===== src/usmf_pkg.sv =====
// Package for the UART status message filter: state and operation codes,
// controller/datapath command and status structs, and the status word table.
// Depends on nothing; the controller, datapath, top level and testbench use it.
`default_nettype none

package usmf_pkg;

	// Byte that opens and closes a status message.
	localparam logic [7:0] MARK_BYTE = 8'h25;

	// Number of status words and the mask with all of them still matching.
	localparam int WORD_COUNT = 5;
	localparam logic [WORD_COUNT-1:0] ALL_ALIVE = 5'h1f;

	// Length of the longest status word, in characters.
	localparam int WORD_MAX_LEN = 12;

	// Status word text, packed right-aligned with the last character in the bottom byte.
	localparam logic [8*WORD_MAX_LEN-1:0] WORD0 = (8*WORD_MAX_LEN)'({"RFCOMM", "_CLOSE"});
	localparam logic [8*WORD_MAX_LEN-1:0] WORD1 = (8*WORD_MAX_LEN)'({"RFCOMM", "_OPEN"});
	localparam logic [8*WORD_MAX_LEN-1:0] WORD2 = "CONNECT";
	localparam logic [8*WORD_MAX_LEN-1:0] WORD3 = "DISCONN";
	localparam logic [8*WORD_MAX_LEN-1:0] WORD4 = "BONDED";

	// Controller states.
	typedef enum logic [1:0] {
		ST_ACCEPT,
		ST_READ,
		ST_LOAD
	} state_t;

	// Operations the controller asks of the datapath in one cycle.
	typedef enum logic [2:0] {
		OP_NONE,
		OP_PASS,
		OP_OPEN,
		OP_CLOSE,
		OP_HOLD,
		OP_READ,
		OP_LOAD
	} op_t;

	// Commands from the controller.
	typedef struct packed {
		op_t  op;
		logic in_ready;
	} cmd_t;

	// Status from the datapath.
	typedef struct packed {
		logic count_zero;
		logic is_mark;
		logic full;
		logic mismatch;
		logic out_free;
		logic last_entry;
	} status_t;

	// Length of status word w.
	function automatic logic [3:0] word_len(input logic [2:0] w);
		logic [3:0] len;
		case (w)
			3'd0: len = 4'd12;
			3'd1: len = 4'd11;
			3'd2: len = 4'd7;
			3'd3: len = 4'd7;
			3'd4: len = 4'd6;
			default: len = 4'd0;
		endcase
		return len;
	endfunction

	// Character p of status word w; zero past the end of the word.
	function automatic logic [7:0] word_char(input logic [2:0] w, input logic [3:0] p);
		logic [8*WORD_MAX_LEN-1:0] text;
		logic [3:0]                len;
		logic [3:0]                sel;
		case (w)
			3'd0: text = WORD0;
			3'd1: text = WORD1;
			3'd2: text = WORD2;
			3'd3: text = WORD3;
			3'd4: text = WORD4;
			default: text = '0;
		endcase
		len = word_len(w);
		if (p >= len) begin
			return 8'h00;
		end
		sel = len - 4'd1 - p;
		return text[8*sel +: 8];
	endfunction

endpackage

`default_nettype wire


===== src/usmf_in_if.sv =====
// Request channel carrying received bytes into the filter.
// Depends on nothing.
`default_nettype none

interface usmf_in_if;
	logic       valid;
	logic       ready;
	logic [7:0] rx_byte;

	modport source (output valid, output rx_byte, input ready);
	modport sink   (input valid, input rx_byte, output ready);
endinterface

`default_nettype wire


===== src/usmf_out_if.sv =====
// Request channel carrying filtered bytes out of the filter.
// Depends on nothing.
`default_nettype none

interface usmf_out_if;
	logic       valid;
	logic       ready;
	logic [7:0] out_byte;
	logic       last;

	modport source (output valid, output out_byte, output last, input ready);
	modport sink   (input valid, input out_byte, input last, output ready);
endinterface

`default_nettype wire


===== src/usmf_ctrl.sv =====
// Controller of the status message filter: decides per cycle what the
// datapath does and sequences the drain of a held run. Uses usmf_pkg.
`default_nettype none

module usmf_ctrl (
	input  wire logic             clk,
	input  wire logic             arst_n,
	input  wire logic             in_valid,
	input  wire usmf_pkg::status_t status,
	output usmf_pkg::cmd_t        cmd
);
	import usmf_pkg::*;

	state_t state_q;
	state_t state_next;

	// State register.
	always_ff @(posedge clk or negedge arst_n) begin
		if (!arst_n) begin
			state_q <= ST_ACCEPT;
		end else begin
			state_q <= state_next;
		end
	end

	// Next state and commands.
	always_comb begin
		state_next   = state_q;
		cmd.op       = OP_NONE;
		cmd.in_ready = 1'b0;
		case (state_q)
			ST_ACCEPT: begin
				cmd.in_ready = status.out_free;
				if (in_valid && status.out_free) begin
					if (status.count_zero) begin
						cmd.op = status.is_mark ? OP_OPEN : OP_PASS;
					end else if (status.is_mark) begin
						cmd.op = OP_CLOSE;
					end else if (status.full) begin
						// The arriving byte is dropped and the held run goes out.
						state_next = ST_READ;
					end else begin
						cmd.op = OP_HOLD;
						if (status.mismatch) begin
							state_next = ST_READ;
						end
					end
				end
			end
			ST_READ: begin
				cmd.op     = OP_READ;
				state_next = ST_LOAD;
			end
			ST_LOAD: begin
				if (status.out_free) begin
					cmd.op     = OP_LOAD;
					state_next = status.last_entry ? ST_ACCEPT : ST_READ;
				end
			end
			default: begin
				state_next = ST_ACCEPT;
			end
		endcase
	end

endmodule

`default_nettype wire


===== src/usmf_datapath.sv =====
// Datapath of the status message filter: message buffer memory, fill count,
// word match mask, drain index and output register. Uses usmf_pkg.
`default_nettype none

module usmf_datapath #(
	parameter int BUF_DEPTH = 64
) (
	input  wire logic              clk,
	input  wire logic              arst_n,
	input  wire logic [7:0]        rx_byte,
	input  wire usmf_pkg::cmd_t    cmd,
	output usmf_pkg::status_t      status,
	usmf_out_if.source             tx
);
	import usmf_pkg::*;

	localparam int IDX_W = $clog2(BUF_DEPTH);
	localparam int CNT_W = $clog2(BUF_DEPTH + 1);

	logic [7:0]            mem_q [BUF_DEPTH];
	logic [7:0]            rd_data_q;
	logic [CNT_W-1:0]      count_q;
	logic [IDX_W-1:0]      rd_idx_q;
	logic [WORD_COUNT-1:0] alive_q;
	logic [WORD_COUNT-1:0] alive_next;
	logic [CNT_W-1:0]      pos;
	logic                  out_valid_q;
	logic [7:0]            out_byte_q;
	logic                  out_last_q;
	logic                  load_out;

	// Offset of the arriving byte within the text after the opening mark.
	assign pos = count_q - CNT_W'(1);

	// Drop every word whose character at this offset differs from the byte.
	always_comb begin
		alive_next = alive_q;
		for (int i = 0; i < WORD_COUNT; i++) begin
			if (pos < CNT_W'(WORD_MAX_LEN)
			    && pos[3:0] < word_len(3'(i))
			    && word_char(3'(i), pos[3:0]) != rx_byte) begin
				alive_next[i] = 1'b0;
			end
		end
	end

	// Status toward the controller.
	assign status.count_zero = (count_q == '0);
	assign status.is_mark    = (rx_byte == MARK_BYTE);
	assign status.full       = (count_q == CNT_W'(BUF_DEPTH));
	assign status.mismatch   = (alive_next == '0);
	assign status.out_free   = !out_valid_q || tx.ready;
	assign status.last_entry = ((CNT_W'(rd_idx_q) + CNT_W'(1)) == count_q);

	// Message buffer: written while a message is held, read during a drain.
	always_ff @(posedge clk) begin
		case (cmd.op)
			OP_OPEN: mem_q[0] <= rx_byte;
			OP_HOLD: mem_q[count_q[IDX_W-1:0]] <= rx_byte;
			OP_READ: rd_data_q <= mem_q[rd_idx_q];
			default: ;
		endcase
	end

	// Fill count, match mask and drain index.
	always_ff @(posedge clk or negedge arst_n) begin
		if (!arst_n) begin
			count_q  <= '0;
			alive_q  <= ALL_ALIVE;
			rd_idx_q <= '0;
		end else begin
			case (cmd.op)
				OP_OPEN: begin
					count_q <= CNT_W'(1);
					alive_q <= ALL_ALIVE;
				end
				OP_CLOSE: begin
					count_q <= '0;
					alive_q <= ALL_ALIVE;
				end
				OP_HOLD: begin
					count_q <= count_q + CNT_W'(1);
					alive_q <= alive_next;
				end
				OP_LOAD: begin
					if (status.last_entry) begin
						count_q  <= '0;
						alive_q  <= ALL_ALIVE;
						rd_idx_q <= '0;
					end else begin
						rd_idx_q <= rd_idx_q + IDX_W'(1);
					end
				end
				default: ;
			endcase
		end
	end

	assign load_out = (cmd.op == OP_PASS) || (cmd.op == OP_LOAD);

	// Output register valid flag.
	always_ff @(posedge clk or negedge arst_n) begin
		if (!arst_n) begin
			out_valid_q <= 1'b0;
		end else if (load_out) begin
			out_valid_q <= 1'b1;
		end else if (tx.ready) begin
			out_valid_q <= 1'b0;
		end
	end

	// Output register payload.
	always_ff @(posedge clk) begin
		if (cmd.op == OP_PASS) begin
			out_byte_q <= rx_byte;
			out_last_q <= 1'b1;
		end else if (cmd.op == OP_LOAD) begin
			out_byte_q <= rd_data_q;
			out_last_q <= status.last_entry;
		end
	end

	assign tx.valid    = out_valid_q;
	assign tx.out_byte = out_byte_q;
	assign tx.last     = out_last_q;

endmodule

`default_nettype wire


===== src/uart_status_message_filter_core.sv =====
// Top level of the UART status message filter: joins controller and datapath.
// Depends on usmf_pkg, usmf_in_if, usmf_out_if, usmf_ctrl and usmf_datapath.
//
//   channel | direction | payload          | handshake
//   rx      | in        | rx_byte[7:0]     | valid / ready
//   tx      | out       | out_byte[7:0]    | valid / ready, last marks run end
//
// A pass-through, opening, closing or held byte is accepted directly in ST_ACCEPT.
// A run of held bytes drains byte by byte: each byte takes a registered buffer
// read and then a load of the output register, which waits while it is full.
// No input is accepted while a run drains or while the output register is full.
// Reset clears the fill count, the match mask and the output valid; the buffer
// contents are not cleared, so no clearing pass follows reset.
`default_nettype none

module uart_status_message_filter_core #(
	parameter int BUF_DEPTH = 64
) (
	input  wire logic  clk,
	input  wire logic  arst_n,
	usmf_in_if.sink    rx,
	usmf_out_if.source tx
);
	import usmf_pkg::*;

	cmd_t    cmd;
	status_t status;

	usmf_ctrl u_ctrl (
		.clk      (clk),
		.arst_n   (arst_n),
		.in_valid (rx.valid),
		.status   (status),
		.cmd      (cmd)
	);

	usmf_datapath #(
		.BUF_DEPTH (BUF_DEPTH)
	) u_datapath (
		.clk     (clk),
		.arst_n  (arst_n),
		.rx_byte (rx.rx_byte),
		.cmd     (cmd),
		.status  (status),
		.tx      (tx)
	);

	assign rx.ready = cmd.in_ready;

endmodule

`default_nettype wire


===== src/flat_wrapper.sv =====
// flat-port wrapper written by rule: the top's interface ports become plain ports
module uart_status_message_filter_core_flat import usmf_pkg::*;
#(
	parameter int BUF_DEPTH = 64
)
  (clk, arst_n, rx_valid, rx_rx_byte, rx_ready, tx_valid, tx_out_byte, tx_last, tx_ready);
  usmf_in_if rx_i ();
  usmf_out_if tx_i ();
  input  wire logic clk;
  input  wire logic arst_n;
  input wire logic [$bits(rx_i.valid)-1:0] rx_valid;
  input wire logic [$bits(rx_i.rx_byte)-1:0] rx_rx_byte;
  output wire logic [$bits(rx_i.ready)-1:0] rx_ready;
  output wire logic [$bits(tx_i.valid)-1:0] tx_valid;
  output wire logic [$bits(tx_i.out_byte)-1:0] tx_out_byte;
  output wire logic [$bits(tx_i.last)-1:0] tx_last;
  input wire logic [$bits(tx_i.ready)-1:0] tx_ready;
  assign rx_i.valid = rx_valid;
  assign rx_i.rx_byte = rx_rx_byte;
  assign rx_ready = rx_i.ready;
  assign tx_valid = tx_i.valid;
  assign tx_out_byte = tx_i.out_byte;
  assign tx_last = tx_i.last;
  assign tx_i.ready = tx_ready;
  uart_status_message_filter_core #(.BUF_DEPTH(BUF_DEPTH)) u_core (.clk(clk), .arst_n(arst_n), .rx(rx_i), .tx(tx_i));
endmodule

===== config.mk =====
export PLATFORM = sky130hd
export DESIGN_NAME = uart_status_message_filter_core_flat
export DESIGN_NICKNAME = d
export VERILOG_FILES = /design/src/usmf_pkg.sv /design/src/usmf_in_if.sv /design/src/usmf_out_if.sv /design/src/usmf_ctrl.sv /design/src/usmf_datapath.sv /design/src/uart_status_message_filter_core.sv /design/src/flat_wrapper.sv
export SDC_FILE = /design/constraint.sdc
export NUM_CORES = 1
export LEC_CHECK = 0
export BUFFER_PORTS_ARGS = -buffer_cell sky130_fd_sc_hd__buf_2
export CORE_UTILIZATION = 63
export DETAILED_ROUTE_END_ITERATION = 6
export GPL_TIMING_DRIVEN = 0
export PLACE_DENSITY = 0.82
export SYNTH_ARGS = -nofsm -noshare
export SYNTH_HDL_FRONTEND = slang
export SYNTH_SLANG_ARGS = --single-unit

===== constraint.sdc =====
create_clock -name clk -period 5 [get_ports clk]
set_clock_uncertainty 0.05 [all_clocks]
set_input_delay 1 -clock clk [delete_from_list [all_inputs] [get_ports clk]]
set_output_delay 1 -clock clk [all_outputs]
set_load 0.005 [all_outputs]

==> flow_metrics.env, run 1 <==
export IMPL_synth_yosys_seq_area_share=0.705
export IMPL_max_stage_delay_ns=0.86
export IMPL_worst_path_buf_inv=3
export IMPL_stdcell_area_mm2=0.0257
export IMPL_p_comb_frac=0.356
export IMPL_clkLatencyLatePin_ns=0.61
export IMPL_p_seq_frac=0.367
export IMPL_crit_path_end_kind="flop"
export IMPL_routed_via_density=6.96
export IMPL_slew_headroom=-0.0250
export IMPL_path_delay_family="simple AND/OR/NAND/NOR gates"
export IMPL_synthTopCellsByArea="edfxtp_1 68%, mux4_2 7.0%, mux2i_1 4.6%, mux2_2 1.9%, a21oi_1 1.8%"
export IMPL_holdCritPathClass="in -> async"
export IMPL_fin_crit_sh=1.02
export IMPL_synth_nets=1458
export IMPL_vias=14100
export IMPL_final_cells=2019
export IMPL_synth_commonest_cells="528 x edfxtp_1, 106 x mux2i_1, 89 x nor2_1"
export IMPL_critical_path_required_ns=5.17
export IMPL_start_util=0.637
export IMPL_powerDensity_mw_per_mm2=567
export IMPL_path_clk_slew_ns=0.06
export IMPL_final_hold_viol_count=0
export IMPL_postSynth_asyncResetShare=0.0382
export IMPL_hpwl_um=37600
export IMPL_placed_area_mm2=0.0240
export IMPL_ctsRootBufferMaster="clkbuf_16"
export IMPL_cts_buffers=52
export IMPL_wl_per_cell_um=29.4
export IMPL_wirelength_um=59500
export IMPL_crit_fanout=65
export IMPL_crit_type="in -> reg"
export IMPL_synth_cell_types=74
export IMPL_drc=2
export IMPL_critical_path_arrival_ns=5.27
export IMPL_post_cts_buffers=0
export IMPL_cts_path_max_buffers=3
export IMPL_startpoint_type="input port"
export IMPL_io_pin_count=23
export IMPL_sw_frac_of_total=0.344
export IMPL_ys_seq_elements=550
export IMPL_internal_power_uw=9570
export IMPL_crit_chain="buf_4 > clkbuf_1 > nor4bb_1 > nand4b_1 > and2_1 > clkbuf_1 > nand2_1 > nor2_1 > nand3_1 > nor2_1"
export IMPL_grt_max_degree=71
export IMPL_period_minus_slack_ns=5.10
export IMPL_setup_viol=61
export IMPL_die_w_um=194
export IMPL_p_clk_frac=0.277
export IMPL_cp_slowest_cell="nor2_1"
export IMPL_worst_slack_ns=-0.0981
export IMPL_nets=1532
export IMPL_synth_flop_cell="edfxtp_1"
export IMPL_grt_pass1_wl_um=87200
export IMPL_io_buffers=22
export IMPL_rows=70
export IMPL_p_switching_uw=5010
export IMPL_drtIter0Drc=1884
export IMPL_cts_tree="built"
export IMPL_die_h_um=194
export IMPL_ctsHtreeMaxLevel=2
export IMPL_cts_num_sinks=550
export IMPL_fmax_ghz=0.196
export IMPL_grt_pass1_vias=13500
export IMPL_drive_gt1_frac=0.154
export IMPL_drv_cap=1
export IMPL_synth_area_mm2=0.0233
export IMPL_die_area_mm2=0.0377
export IMPL_antenna_found_initial=2
export IMPL_synth_most_common_cell="edfxtp_1"
export IMPL_failed_checks="design-rule violations, max-capacitance violations, max-slew violations, negative setup slack"
export IMPL_grt_overflow_total=0
export IMPL_grt_total_usage=0.321
export IMPL_slew_violations=7
export IMPL_synth_largest_area_cell="edfxtp_1"
export IMPL_firstDrtPassIters=7
export IMPL_rsz0062_at_grt="true"
export IMPL_status="finished, violations left"
export IMPL_routabilityCongestion=1.01
export IMPL_ant_nets=0
export IMPL_core_area_mm2=0.0365
export IMPL_tightest_slew_ns=1.53
export IMPL_yosysTopAreaCellShare=0.681
export IMPL_dp_cells=1924
export IMPL_vdd_ir_drop_max_uv=341
export IMPL_syn_avg_cell_area_um2=16.2
export IMPL_syn_inst=1434
export IMPL_synth_enable_flop_cells=528
export IMPL_pre_cts_ws_ns=-0.929
export IMPL_yosysWarningCount=0
export IMPL_p_leak_uw=0.00819
export IMPL_syn_to_final_growth_pct=10.5
## flip-flops by register name (all words and copies together), names as in the netlist
| register | count |
|---|---|
| u_core.u_datapath.count_q | 7 |
| u_core.u_datapath.tx.out_byte | 8 |
| u_core.u_ctrl.state_q | 2 |
| u_core.u_datapath.tx.valid | 1 |
| u_core.u_datapath.tx.last | 1 |
| u_core.u_datapath.rd_data_q | 8 |
| u_core.u_datapath.rd_idx_q | 6 |
| u_core.u_datapath.alive_q | 5 |
| u_core.u_datapath.mem_q | 512 |
## layout make-up
class | instances | area, um^2
clock inverter | 39 | 398
antenna | 1 | 2.50
sequential | 550 | 16400
fill | 2227 | 10800
tap | 468 | 586
clock buffer | 57 | 1340
multi-input combinational | 781 | 6470
timing repair buffer | 22 | 125
inverter | 14 | 52.6
buffer | 87 | 342
## final timing paths
path	startpoint	to	slack, ns	cells after the start
min reg2reg	u_core.u_datapath.tx.last	u_core.u_datapath.tx.last	0.42	1
max	rx_rx_byte[1]	u_core.u_datapath.mem_q[22][3]	-0.1	10
min	arst_n	u_core.u_datapath.tx.valid	0.32	1
max in group asynchronous	arst_n	u_core.u_datapath.alive_q[0]	4.20	1
min in group clk	u_core.u_datapath.tx.last	u_core.u_datapath.tx.last	0.42	1
max reg2reg	u_core.u_datapath.count_q[0]	u_core.u_ctrl.state_q[0]	0.29	15
## cell usage in the layout, fill, tap and decap left out, drive strengths merged, types with 4 or more instances in the layout
cell and count:
a211oi 4, a21oi 84, a22o 5, a31oi 5, and2 4, and3 7
buf 46, bufinv 8, clkbuf 120, clkinv 27, dfrtp 16, dfstp 5
edfxtp 528, ha 12, inv 17, mux2 42, mux2i 107, mux4 72
nand2 59, nand2b 12, nand3 15, nand4 4, nand4b 4, nor2 89
nor2b 8, nor3 11, o21ai 76, o221ai 33, o22ai 34, o31ai 6
o41ai 4, or2 4, or3 7, or4 4, xnor2 18, xor2 8
## metrics by stage
stage                util  hold slack (ns)  setup TNS (ns)  total power, uW
floorplan               -            0.407               0             8900
global placement    0.657            0.398         -183.64            10400
detailed placement  0.657            0.406         -266.18            10500
CTS                 0.704            0.317               0            14500
global route        0.704            0.347           -3.40            15100
finish              0.704            0.323           -3.73            14600
## logic make-up (layout without fill, tap and decap cells)
kind of cell	Yosys count	in the layout	synth area share
flops	550	550	0.705
xor+xnor	26	26	0.0101
mux	221	221	0.137
simple gates	238	238	0.0484
compound gates	284	284	0.0765
other cells	0	1	0
fa+ha+maj	12	12	0.00645
buf+inv	103	219	0.0173
## metal layers
layer  wire length [um]  GRT usage
met5                 13          0
met4               2530      0.133
met3               6900     0.0720
met2              27800      0.494
met1              22200      0.450
## worst reg2reg max path: stages, from the launching register on
cell       delay, ns
dfrtp_1         0.48
clkbuf_1        0.29
inv_2           0.25
ha_1            0.36
inv_1           0.14
ha_1            0.53
inv_1           0.21
ha_1            0.43
or3_1           0.48
a21boi_0        0.19
a32oi_1         0.08
o32a_1          0.19
nor4b_1         0.47
a2bb2oi_1       0.18
o2111ai_1       0.17
o21ai_1         0.08
## power by group through the flow
stage          Sequential [uW]  Clock [uW]  Combinational [uW]
6_report                  5350        4030                5200
5_1_grt                   5360        4220                5470
4_1_cts                   5350        4050                5060
3_5_place_dp              5440           0                5030
3_3_place_gp              5430           0                4950
2_1_floorplan             5420           0                3480
## timing repair
| item | in CTS | in global routing |
|---|---|---|
| setup endpoints to repair | 128 | 58 |
| hold buffers | 0 | 0 |
| resized for setup | 2 | 1 |
Note: power is estimated with default switching activity, not from simulation.
==> run 2, diff against run 1 <==
==> constraint.sdc (replaced) <==
create_clock -name clk -period 5 [get_ports clk]
set_clock_uncertainty 0.05 [all_clocks]
set_input_delay 0.25 -clock clk [delete_from_list [all_inputs] [get_ports clk]]
set_output_delay 0.25 -clock clk [all_outputs]
set_load 0.005 [all_outputs]
==> run 2 against run 1 <==
  * The run ends with design-rule violations, max-capacitance violations, max-slew violations left
  * Sequential power is essentially flat
  * Setup slack better by 0.37 ns
  * Core utilization up 0.096 points
  * Critical endpoint is now u_core.u_ctrl.state_q[0]
  * Non-clock buffer count up 3
  * Combinational power about the same
  * Count of clock-buffer cells in the layout is the same
==> flow_metrics.env, run 2 (same netlist as run 1, synthesis figures left out) <==
export IMPL_fin_crit_sh=0.946
export IMPL_die_h_um=194
export IMPL_rsz0062_at_grt="false"
export IMPL_r2r_slack_ns=0.27
export IMPL_slew_violations=7
export IMPL_p_leak_uw=0.00821
export IMPL_vias=14000
export IMPL_ant_nets=0
export IMPL_syn_to_final_growth_pct=10.7
export IMPL_tightest_slew_ns=1.52
export IMPL_drtIter0Drc=1991
export IMPL_max_stage_delay_ns=0.54
export IMPL_pre_cts_ws_ns=-0.179
export IMPL_start_util=0.637
export IMPL_failed_checks="design-rule violations, max-capacitance violations, max-slew violations"
export IMPL_firstDrtPassIters=7
export IMPL_vdd_ir_drop_max_uv=341
export IMPL_ctsRootBufferMaster="clkbuf_16"
export IMPL_powerDensity_mw_per_mm2=566
export IMPL_crit_top_cell="ha_1"
export IMPL_cts_path_max_buffers=3
export IMPL_regArea_mm2=0.0164
export IMPL_worst_hold_slack_ns=0.123
export IMPL_worst_slack_ns=0.270
export IMPL_period_minus_slack_ns=4.73
export IMPL_startpoint="u_core.u_datapath.count_q[0]"
export IMPL_crit_fanout=10
export IMPL_status="finished, violations left"
export IMPL_crit_path_end_kind="flop"
export IMPL_mostFrequentLayoutCell="edfxtp_1"
export IMPL_startpoint_type="flop"
export IMPL_antenna_found_initial=1
export IMPL_slew_headroom=-0.0202
export IMPL_io_buffers=22
export IMPL_crit_type="reg -> reg"
export IMPL_cp_slowest_cell="ha_1"
export IMPL_cts_buffers=52
export IMPL_drc=2
export IMPL_holdCritPathClass="in -> async"
export IMPL_wl_per_cell_um=29.4
export IMPL_routed_via_density=6.94
export IMPL_grt_max_degree=71
export IMPL_final_cells=2023
export IMPL_critical_path_arrival_ns=5.17
export IMPL_grt_overflow_total=0
export IMPL_dp_cells=1924
export IMPL_die_w_um=194
export IMPL_r2r_cells=15
export IMPL_routabilityCongestion=1.01
export IMPL_r2r_end="u_core.u_ctrl.state_q[0]"
export IMPL_drive_gt1_frac=0.154
export IMPL_mostFrequentLayoutCells="528 x edfxtp_1, 106 x mux2i_1, 89 x nor2_1"
export IMPL_hpwl_um=37600
export IMPL_drv_cap=1
export IMPL_core_area_mm2=0.0365
export IMPL_largest_reg_flops=512
export IMPL_crit_path_end="u_core.u_ctrl.state_q[0]"
export IMPL_worst_path_buf_inv=4
export IMPL_ctsHtreeMaxLevel=2
export IMPL_cts_num_sinks=550
export IMPL_grt_total_usage=0.321
export IMPL_setup_viol=0
export IMPL_path_delay_family="adder cells"
export IMPL_grt_pass1_vias=13500
export IMPL_die_area_mm2=0.0377
export IMPL_clkLatencyLatePin_ns=0.61
export IMPL_wirelength_um=59400
export IMPL_rows=70
export IMPL_multi_input_area_mm2=0.00647
export IMPL_nets=1535
export IMPL_crit_chain="clkbuf_1 > inv_2 > ha_1 > inv_1 > ha_1 > inv_1 > ha_1 > or3_1 > a21boi_0 > a32oi_1 > o32a_1 > nor4b_1 > a2bb2oi_1 > o2111ai_1 > o21ai_1"
export IMPL_io_pin_count=23
export IMPL_final_hold_viol_count=0
export IMPL_critical_path_required_ns=5.44
export IMPL_cp_depth=15
export IMPL_path_clk_slew_ns=0.06
export IMPL_fmax_ghz=0.211
export IMPL_grt_pass1_wl_um=87200
export IMPL_r2r_start="u_core.u_datapath.count_q[0]"
export IMPL_regMostFlops="u_core.u_datapath.mem_q"
export IMPL_cts_tree="built"
export IMPL_nFillCells=2222
run 2: cell types whose count changed in the layout (fill, tap and decap cells not counted), sizes merged:
cell / delta
diode: +1
dlygate4sd3: +2
buf: +1
run 2: timing repair:
action | 4_1_cts | 5_1_grt
gates resized for setup | 0 | 1
endpoints found under the setup margin | 0 | 2
endpoints found under the hold margin | 22 | 0
hold buffers | 2 | 0
buffers inserted | 0 | 0
run 2: cell type report:
class	count	share of cell area
clock inverter	39	0.0154
clock buffer	57	0.0521
sequential	550	0.637
multi-input combinational	781	0.251
inverter	14	0.00204
antenna	2	0.000194
tap	468	0.0227
timing repair buffer	25	0.00612
buffer	87	0.0133
run 2: power breakdown:
group	total [uW]	internal (uW)	switching, uW
clock network	4030	2350	1690
registers	5350	5260	84.4
logic	5200	1960	3240
total	14600	9570	5010
run 2: through the flow:
step           instance area [um^2]  power, uW  utilization  setup TNS [ns]
5_1_grt                       25800      15100        0.705               0
4_1_cts                       25700      14500        0.705               0
2_1_floorplan                 23300       8900            -               0
6_report                      25800      14600        0.705               0
3_3_place_gp                  24000      10400        0.657          -0.222
3_5_place_dp                  24000      10500        0.657          -10.68
run 2: metal layers:
metal	track usage	up-vias	part of all wire
met5	0	-	0
met1	0.453	7030	0.38
li1	-	5874	-
met4	0.132	0	0.042
met2	0.494	976	0.47
met3	0.0680	158	0.12
run 2: worst min-delay path by stage:
stage / to / from / cells past startpoint
floorplan: u_core.u_ctrl.state_q[0] / arst_n / 0
global placement: u_core.u_ctrl.state_q[1] / arst_n / 1
detailed placement: u_core.u_ctrl.state_q[1] / arst_n / 1
CTS: u_core.u_datapath.tx.valid / arst_n / 2
global route: u_core.u_datapath.tx.valid / arst_n / 2
finish: u_core.u_datapath.tx.valid / arst_n / 2
